### src/rtl/dbsps_pkg.sv
`default_nettype none
// ----------------------------------------------------------------------------
// dbsps_pkg
// Shared types and constants of the dual-branch short preamble synchronizer.
// ----------------------------------------------------------------------------
package dbsps_pkg;

  typedef enum logic [1:0] {
    MODE_SEARCH = 2'b01,
    MODE_COPY   = 2'b10
  } mode_t;

  localparam int ADDR_WIDTH = 4;
  localparam int DATA_WIDTH = 32;

  typedef enum logic [1:0] {
    REG_THRESHOLD   = 2'd0,
    REG_PLATEAU_LEN = 2'd1,
    REG_MIN_GAP     = 2'd2,
    REG_FRAME_LEN   = 2'd3
  } reg_index_t;

  localparam int THRESHOLD_WIDTH = 17;
  localparam int PLATEAU_WIDTH   = 8;
  localparam int COUNT_WIDTH     = 16;
  localparam int METRIC_WIDTH    = 16;
  localparam int OFFSET_WIDTH    = 16;

  localparam logic [THRESHOLD_WIDTH-1:0] THRESHOLD_RESET   = 17'd18350;
  localparam logic [PLATEAU_WIDTH-1:0]   PLATEAU_LEN_RESET = 8'd2;
  localparam logic [COUNT_WIDTH-1:0]     MIN_GAP_RESET     = 16'd480;
  localparam logic [COUNT_WIDTH-1:0]     FRAME_LEN_RESET   = 16'(540 * 80);

  localparam int GUARD_BITS = 8;
  localparam int CFO_SHIFT  = 4;
  localparam logic [15:0] INV_GAIN_Q16 = 16'd39797;
  localparam int MAX_CORDIC_STAGES = 24;

  // Arctangent of 2^-k, a full turn being 2^32.
  localparam logic [31:0] ATAN_TURN [MAX_CORDIC_STAGES] = '{
    32'h20000000, 32'h12E4051E, 32'h09FB385B, 32'h051111D4, 32'h028B0D43,
    32'h0145D7E1, 32'h00A2F61E, 32'h00517C55, 32'h0028BE53, 32'h00145F2F,
    32'h000A2F98, 32'h000517CC, 32'h00028BE6, 32'h000145F3, 32'h0000A2F9,
    32'h0000517C, 32'h000028BE, 32'h0000145F, 32'h00000A2F, 32'h00000517,
    32'h0000028B, 32'h00000145, 32'h000000A2, 32'h00000051
  };

endpackage
`default_nettype wire

### src/rtl/dbsps_vec.sv
`default_nettype none
// ----------------------------------------------------------------------------
// dbsps_vec
// Pipelined vectoring CORDIC lane: angle of one autocorrelation, scaled to a
// per-sample frequency offset.
// ----------------------------------------------------------------------------
module dbsps_vec #(
  parameter int SAMPLE_WIDTH  = 16,
  parameter int PHASE_WIDTH   = 20,
  parameter int CORDIC_STAGES = 16
) (
  input  wire logic                                     clk,
  input  wire logic                                     en,
  input  wire logic signed [SAMPLE_WIDTH-1:0]           x_in,
  input  wire logic signed [SAMPLE_WIDTH-1:0]           y_in,
  output logic signed [dbsps_pkg::OFFSET_WIDTH-1:0]     offset
);

  localparam int XW = SAMPLE_WIDTH + dbsps_pkg::GUARD_BITS + 3;
  localparam int AW = PHASE_WIDTH + 1;
  localparam logic signed [PHASE_WIDTH-1:0] A_MIN = {1'b1, {(PHASE_WIDTH-1){1'b0}}};

  logic signed [XW-1:0] vx [CORDIC_STAGES+1];
  logic signed [XW-1:0] vy [CORDIC_STAGES+1];
  logic [31:0]          vz [CORDIC_STAGES+1];
  logic                 vzero [CORDIC_STAGES+1];

  logic signed [XW-1:0] xs, ys;
  logic [31:0]          zr;
  logic signed [PHASE_WIDTH-1:0] a_raw;
  logic signed [AW-1:0] a, q;
  logic signed [31:0]   q32;
  logic signed [dbsps_pkg::OFFSET_WIDTH-1:0] offset_next;

  assign xs = XW'(x_in) <<< dbsps_pkg::GUARD_BITS;
  assign ys = XW'(y_in) <<< dbsps_pkg::GUARD_BITS;

  // Fold the left half plane onto the right one before the iterations.
  always_ff @(posedge clk) begin
    if (en) begin
      vzero[0] <= (x_in == '0) && (y_in == '0);
      if (xs < 0) begin
        vx[0] <= -xs;
        vy[0] <= -ys;
        vz[0] <= 32'h8000_0000;
      end else begin
        vx[0] <= xs;
        vy[0] <= ys;
        vz[0] <= '0;
      end
    end
  end

  for (genvar k = 0; k < CORDIC_STAGES; k++) begin : g_stage
    always_ff @(posedge clk) begin
      if (en) begin
        vzero[k+1] <= vzero[k];
        if (vy[k] > 0) begin
          vx[k+1] <= vx[k] + (vy[k] >>> k);
          vy[k+1] <= vy[k] - (vx[k] >>> k);
          vz[k+1] <= vz[k] + dbsps_pkg::ATAN_TURN[k];
        end else begin
          vx[k+1] <= vx[k] - (vy[k] >>> k);
          vy[k+1] <= vy[k] + (vx[k] >>> k);
          vz[k+1] <= vz[k] - dbsps_pkg::ATAN_TURN[k];
        end
      end
    end
  end

  // Round to the phase width, map the negative half turn to the positive one,
  // divide by the symbol spacing toward zero and saturate.
  always_comb begin
    zr    = vz[CORDIC_STAGES] + (32'd1 << (31 - PHASE_WIDTH));
    a_raw = $signed(zr[31 -: PHASE_WIDTH]);
    a     = (a_raw == A_MIN) ? -AW'(a_raw) : AW'(a_raw);
    if (a[AW-1]) begin
      q = (a + AW'((1 << dbsps_pkg::CFO_SHIFT) - 1)) >>> dbsps_pkg::CFO_SHIFT;
    end else begin
      q = a >>> dbsps_pkg::CFO_SHIFT;
    end
    q32 = 32'(q);
    if (vzero[CORDIC_STAGES]) begin
      offset_next = '0;
    end else if (q32 > 32767) begin
      offset_next = 16'sh7fff;
    end else if (q32 < -32768) begin
      offset_next = 16'sh8000;
    end else begin
      offset_next = q32[dbsps_pkg::OFFSET_WIDTH-1:0];
    end
  end

  always_ff @(posedge clk) begin
    if (en) begin
      offset <= offset_next;
    end
  end

endmodule
`default_nettype wire

### config.mk
export PLATFORM = sky130hd
export DESIGN_NAME = dbsps_vec
export DESIGN_NICKNAME = d
export VERILOG_FILES = /design/src/rtl/dbsps_pkg.sv /design/src/rtl/dbsps_vec.sv
export SDC_FILE = /design/constraint.sdc
export NUM_CORES = 2
export LEC_CHECK = 0
export ABC_AREA = 1
export BUFFER_PORTS_ARGS = -buffer_cell sky130_fd_sc_hd__buf_2
export CAP_MARGIN = 20
export CORE_MARGIN = 2
export CORE_UTILIZATION = 45
export CTS_CLUSTER_DIAMETER = 50
export DETAILED_ROUTE_END_ITERATION = 8
export PLACE_DENSITY = 0.68
export SETUP_SLACK_MARGIN = 0.3
export SLEW_MARGIN = 20
export SYNTH_ARGS = -nofsm -noshare
export SYNTH_HDL_FRONTEND = slang
export SYNTH_SLANG_ARGS = --single-unit
### constraint.sdc
create_clock -name clk -period 8.23 [get_ports clk]
set_clock_uncertainty 0.1 [all_clocks]
set_input_delay 1.646 -clock clk [delete_from_list [all_inputs] [get_ports clk]]
set_output_delay 1.646 -clock clk [all_outputs]
set_load 0.02 [all_outputs]
After elaboration in Yosys (flattened, before gate mapping)
Memories as Yosys holds them, arrays and structs flattened.
Index checks and enable logic that the tools add are counted.
W data, S select, Z words.
{"block": "totals", "regBits": 16, "wordCells": 340, "ram_bits": 1479, "memories": 4, "inputBits": 34, "output_inout_bits": 16}
{"block": "classes", "n_addsub": 100, "order_cmp": 19, "eq_ne": 1, "n_reduce_logical": 4, "bitwise_logic": 51, "mux": 159}
{"memory": "vz", "depth": 17, "word_bits": 32, "rd": 17, "rd_clocked_by_memory_dff": 0, "wr": 17, "line": "dbsps_vec.sv:25", "text": "logic [31:0] vz [CORDIC_STAGES+1];"}
{"memory": "vx", "depth": 17, "word_bits": 27, "rd": 16, "rd_clocked_by_memory_dff": 0, "wr": 17, "line": "dbsps_vec.sv:23", "text": "logic signed [XW-1:0] vx [CORDIC_STAGES+1];"}
{"memory": "vy", "depth": 17, "word_bits": 27, "rd": 16, "rd_clocked_by_memory_dff": 0, "wr": 17, "line": "dbsps_vec.sv:24", "text": "logic signed [XW-1:0] vy [CORDIC_STAGES+1];"}
{"memory": "vzero", "depth": 17, "word_bits": 1, "rd": 17, "rd_clocked_by_memory_dff": 0, "wr": 17, "line": "dbsps_vec.sv:26", "text": "logic vzero [CORDIC_STAGES+1];"}
{"operator": "$mux W27", "n": 34}
{"operator": "$mux W32", "n": 17}
{"operator": "$gt A27 B1 Y1 const B", "n": 16}
{"operator": "$mux W1", "n": 104}
{"operator": "$add A27 B12 Y27", "n": 2}
{"operator": "$add A27 B13 Y27", "n": 2}
{"operator": "$add A27 B14 Y27", "n": 2}
{"operator": "$add A27 B15 Y27", "n": 2}
{"operator": "$add A27 B16 Y27", "n": 2}
{"operator": "$add A27 B17 Y27", "n": 2}
{"operator": "$add A27 B18 Y27", "n": 2}
{"operator": "$add A27 B19 Y27", "n": 2}
{"operator": "$add A27 B20 Y27", "n": 2}
{"operator": "$add A27 B21 Y27", "n": 2}
{"operator": "$add A27 B22 Y27", "n": 2}
{"operator": "$add A27 B23 Y27", "n": 2}
{"operator": "$add A27 B24 Y27", "n": 2}
{"operator": "$add A27 B25 Y27", "n": 2}
{"operator": "$add A27 B26 Y27", "n": 2}
{"operator": "$neg A24 Y27", "n": 2}
{"operator": "$sub A27 B12 Y27", "n": 2}
{"operator": "$sub A27 B13 Y27", "n": 2}
{"operator": "$sub A27 B14 Y27", "n": 2}
{"operator": "$sub A27 B15 Y27", "n": 2}
{"operator": "other kinds (59)", "n": 123}

Logic depth before layout (Yosys ltp)
An unclocked memory read counts as a cell.
{"block": "depth", "ltp_word": 9, "mapped_depth": 32}

Worst setup path after synthesis
OpenSTA, ideal clock, no wires.
{"block": "synth_timing", "path_kind": "input to register", "startpoint": "input port en", "endpoint": "memory vx[11][24] in the netlist's numbering (data pin)", "stages": 19, "setup_time_ps": 265, "setup_slack_ps": 2412, "required_ps": 7865, "t_arrival_ps": 5453, "path_cell_list": "clkbuf_1 -> nand2_1 -> a21oi_2 -> inv_1 -> buf_2 -> buf_1 -> nand2_1 -> xor2_1 -> ha_1 -> a21oi_1 -> nand2_1 -> a21o_1 -> a21oi_1 -> o21ai_0 -> a21oi_1 -> o21ai_0 -> a21oi_1 -> o21ai_0 -> xor2_1"}
{"element": "start: declaration", "line": "dbsps_vec.sv:13", "text": "input wire logic en,"}
{"element": "end: declaration", "line": "dbsps_vec.sv:23"}

==> flow_metrics.env <==
export IMPL_status="complete, no violations"
export IMPL_finalSetupTns_ns=0
export IMPL_min_period_over_period_pct=75.36
export IMPL_syn_instance_count=12470
export IMPL_whs_ns=0.3157
export IMPL_first_pass_iters=7
export IMPL_rr_worst_depth=21
export IMPL_clock_path_buffers=3
export IMPL_die_x_um=485.7
export IMPL_clock_sinks=1221
export IMPL_clk_latency_ns=0.83
export IMPL_worstReg2RegStart="vy[10][10]"
export IMPL_setup_viol=0
export IMPL_tightest_slew_ns=1.238
export IMPL_grt_pass1_wl_um=423500
export IMPL_final_cells=15840
export IMPL_cts_root_buf="clkbuf_16"
export IMPL_cp_max_fo=15
export IMPL_globalplace_congestion=0.9934
export IMPL_post_cts_resized=0
export IMPL_hold_path_class="flip-flop to flip-flop"
export IMPL_synth_most_common_cell="nand2_1"
export IMPL_die_area_sq_um=235900
export IMPL_synth_flop_cell="edfxtp_1"
export IMPL_ys_async_sr_fraction_pct=0
export IMPL_clk_pin_slew_ns=0.06
export IMPL_fill_cells=21970
export IMPL_syn_area_per_cell_sq_um=8.374
export IMPL_yosys_area_top_type_share_pct=35.12
export IMPL_layout_min_cycle_time_ns=6.202
export IMPL_holdPathStages=0
export IMPL_wl_per_cell_um=16.75
export IMPL_worstHoldStart="vzero[15]"
export IMPL_grt_use_total_pct=21.98
export IMPL_io_pins=50
export IMPL_dp_cells=15500
export IMPL_drc=0
export IMPL_fin_nets=13870
export IMPL_cp_data_arrival_time_ns=6.65
export IMPL_fp_coreArea_sq_um=230300
export IMPL_start_util_pct=45.32
export IMPL_h_tree_depth=4
export IMPL_overflow=0
export IMPL_required_ns=8.68
export IMPL_postCtsSetupBuffers=0
export IMPL_post_synth_top_area_cell="edfxtp_1"
export IMPL_numCtsBuffers=184
export IMPL_syn_nets=13680
export IMPL_max_slew_margin_rel_pct=16.59
export IMPL_syn_cell_area_sq_um=104400
export IMPL_final_layout_size_suffix_gt1_share_pct=4.292
export IMPL_path_class="flip-flop to flip-flop"
export IMPL_synth_cell_types=71
export IMPL_via_per_inst=5.367
export IMPL_r2r_end="vx[11][23]"
export IMPL_via_count=85030
export IMPL_synth_seq_area_share_pct=35.12
export IMPL_slew_viol_final=0
export IMPL_rrSetupSlack_ns=2.03
export IMPL_worstSetupStartpointType="flip-flop"
export IMPL_rows=176
export IMPL_die_h_um=485.7
export IMPL_ant_nets=0
export IMPL_drt_iter0_drc=5090
export IMPL_area_growth_pct=9.866
export IMPL_hold_violations=0
export IMPL_ys_seq_elements=1221
export IMPL_synth_top_cells_by_count="nand2_1, inv_1, a21oi_1"
export IMPL_maxClockFrequency_mhz=161.2
export IMPL_synth_edf_count=1221
export IMPL_yosys_warnings=0
export IMPL_whs_endpoint="vzero[16]"
export IMPL_cts_hold_buf=0
export IMPL_cts_tree="built"
export IMPL_wl_um=265300
export IMPL_hpwl_um=215500
export IMPL_grt_pass1_vias=82150
export IMPL_io_buffers=49
export IMPL_antenna_found_initial=2
export IMPL_maxCapViolCount=0
export IMPL_synth_area_leaders="edfxtp_1, ha_1, xor2_1"
export IMPL_cp_end_kind="flip-flop"
export IMPL_grt_max_degree=85
export IMPL_rsz0062_at_grt="no"
-- registers in the layout (all words and copies together) (netlist names) --
register / flops
vzero: 17
vz: 429
vx: 360
vy: 399
offset: 16
-- layout by cell type, fill, tap and decap left out, types with 22 or more instances in the layout --
master     count
or2_2         38
o31ai_1       97
nor2_1       953
o21a_1       105
clkinv_1      29
nand4_1      142
a21boi_0      55
ha_1        1142
xor2_1      1085
o211ai_1      40
buf_4         61
edfxtp_1    1221
inv_1       1609
clkbuf_16    188
nor4_1        73
a21oi_1     1340
a31oi_1       87
nand2_2       24
xnor2_1      443
o221ai_1      56
o21ai_1       22
buf_2         48
o21ai_0      699
inv_6         27
a21o_1        77
nor3_1       308
nand2_1     2107
nand3_1      341
o21bai_1      56
fa_1          34
-- critical path, cell delays in order, from the launching register on --
cell	delay (ns)
edfxtp_1	0.51
inv_1	0.10
ha_1	0.16
inv_1	0.04
nor3_1	0.22
nand3_1	0.31
nor3_1	0.44
nand2_1	0.30
a21oi_2	0.22
inv_1	0.36
nand2_1	0.19
xor2_1	0.10
ha_1	0.36
nand2_1	0.08
nor3_1	0.15
nor2_1	0.10
o21ai_0	0.96
a31oi_1	0.30
o21ai_0	0.45
a21oi_1	0.16
o21ai_0	0.21
xor2_1	0.09
-- routing by layer --
layer / wire (um) / global-route usage (%)
met2: 131000 / 39.48
met4: 12500 / 9.802
met3: 10440 / 2.586
met1: 111400 / 26.23
met5: 0 / 0
-- metrics by stage --
| stage | setup WS [ns] | utilization (%) | area (sq um) |
|---|---|---|---|
| detailed placement | 1.582 | 47.10 | 108500 |
| global placement | 1.563 | 47.09 | 108500 |
| floorplan | 2.412 | - | 104400 |
| global route | 1.440 | 49.79 | 114700 |
| finish | 2.028 | 49.79 | 114700 |
| CTS | 2.020 | 49.79 | 114700 |
-- worst max path at each step --
stage / startpoint / to / slack [ns] / cells after the start
5_1_grt: vy[11][11] / vx[12][22] / 1.44 / 22
6_report: vy[10][10] / vx[11][23] / 2.03 / 21
3_3_place_gp: en / vx[8][21] / 1.56 / 20
3_5_place_dp: en / vz[8][26] / 1.58 / 20
4_1_cts: vy[11][11] / vx[12][22] / 2.02 / 22
2_1_floorplan: en / vx[11][24] / 2.41 / 19
-- kinds of logic after synthesis --
family                   count (synthesis)  share of synthesized area (%)
flip-flops                            1221                          35.12
adder cells (fa/ha/maj)               1176                          14.34
AND/OR/NAND/NOR                       4069                          16.50
buffers and inverters                 1725                          6.237
AO/OA/AOI/OAI                         2745                          14.92
XOR/XNOR                              1531                          12.88
-- cell type report --
cell class	instances	area, sq um	share of cell area (%)
Sequential cell	1221	36670	31.97
Clock inverter	141	1449	1.263
Tap cell	3026	3786	3.301
Inverter	1620	6081	5.302
Clock buffer	202	4757	4.148
Timing Repair Buffer	110	718.2	0.6262
Multi-Input combinational cell	9521	61230	53.39
Antenna cell	2	5.005	0.004364
Power is not shown: default switching activity piles up to over one toggle a cycle in this logic, so the estimate is an artifact.
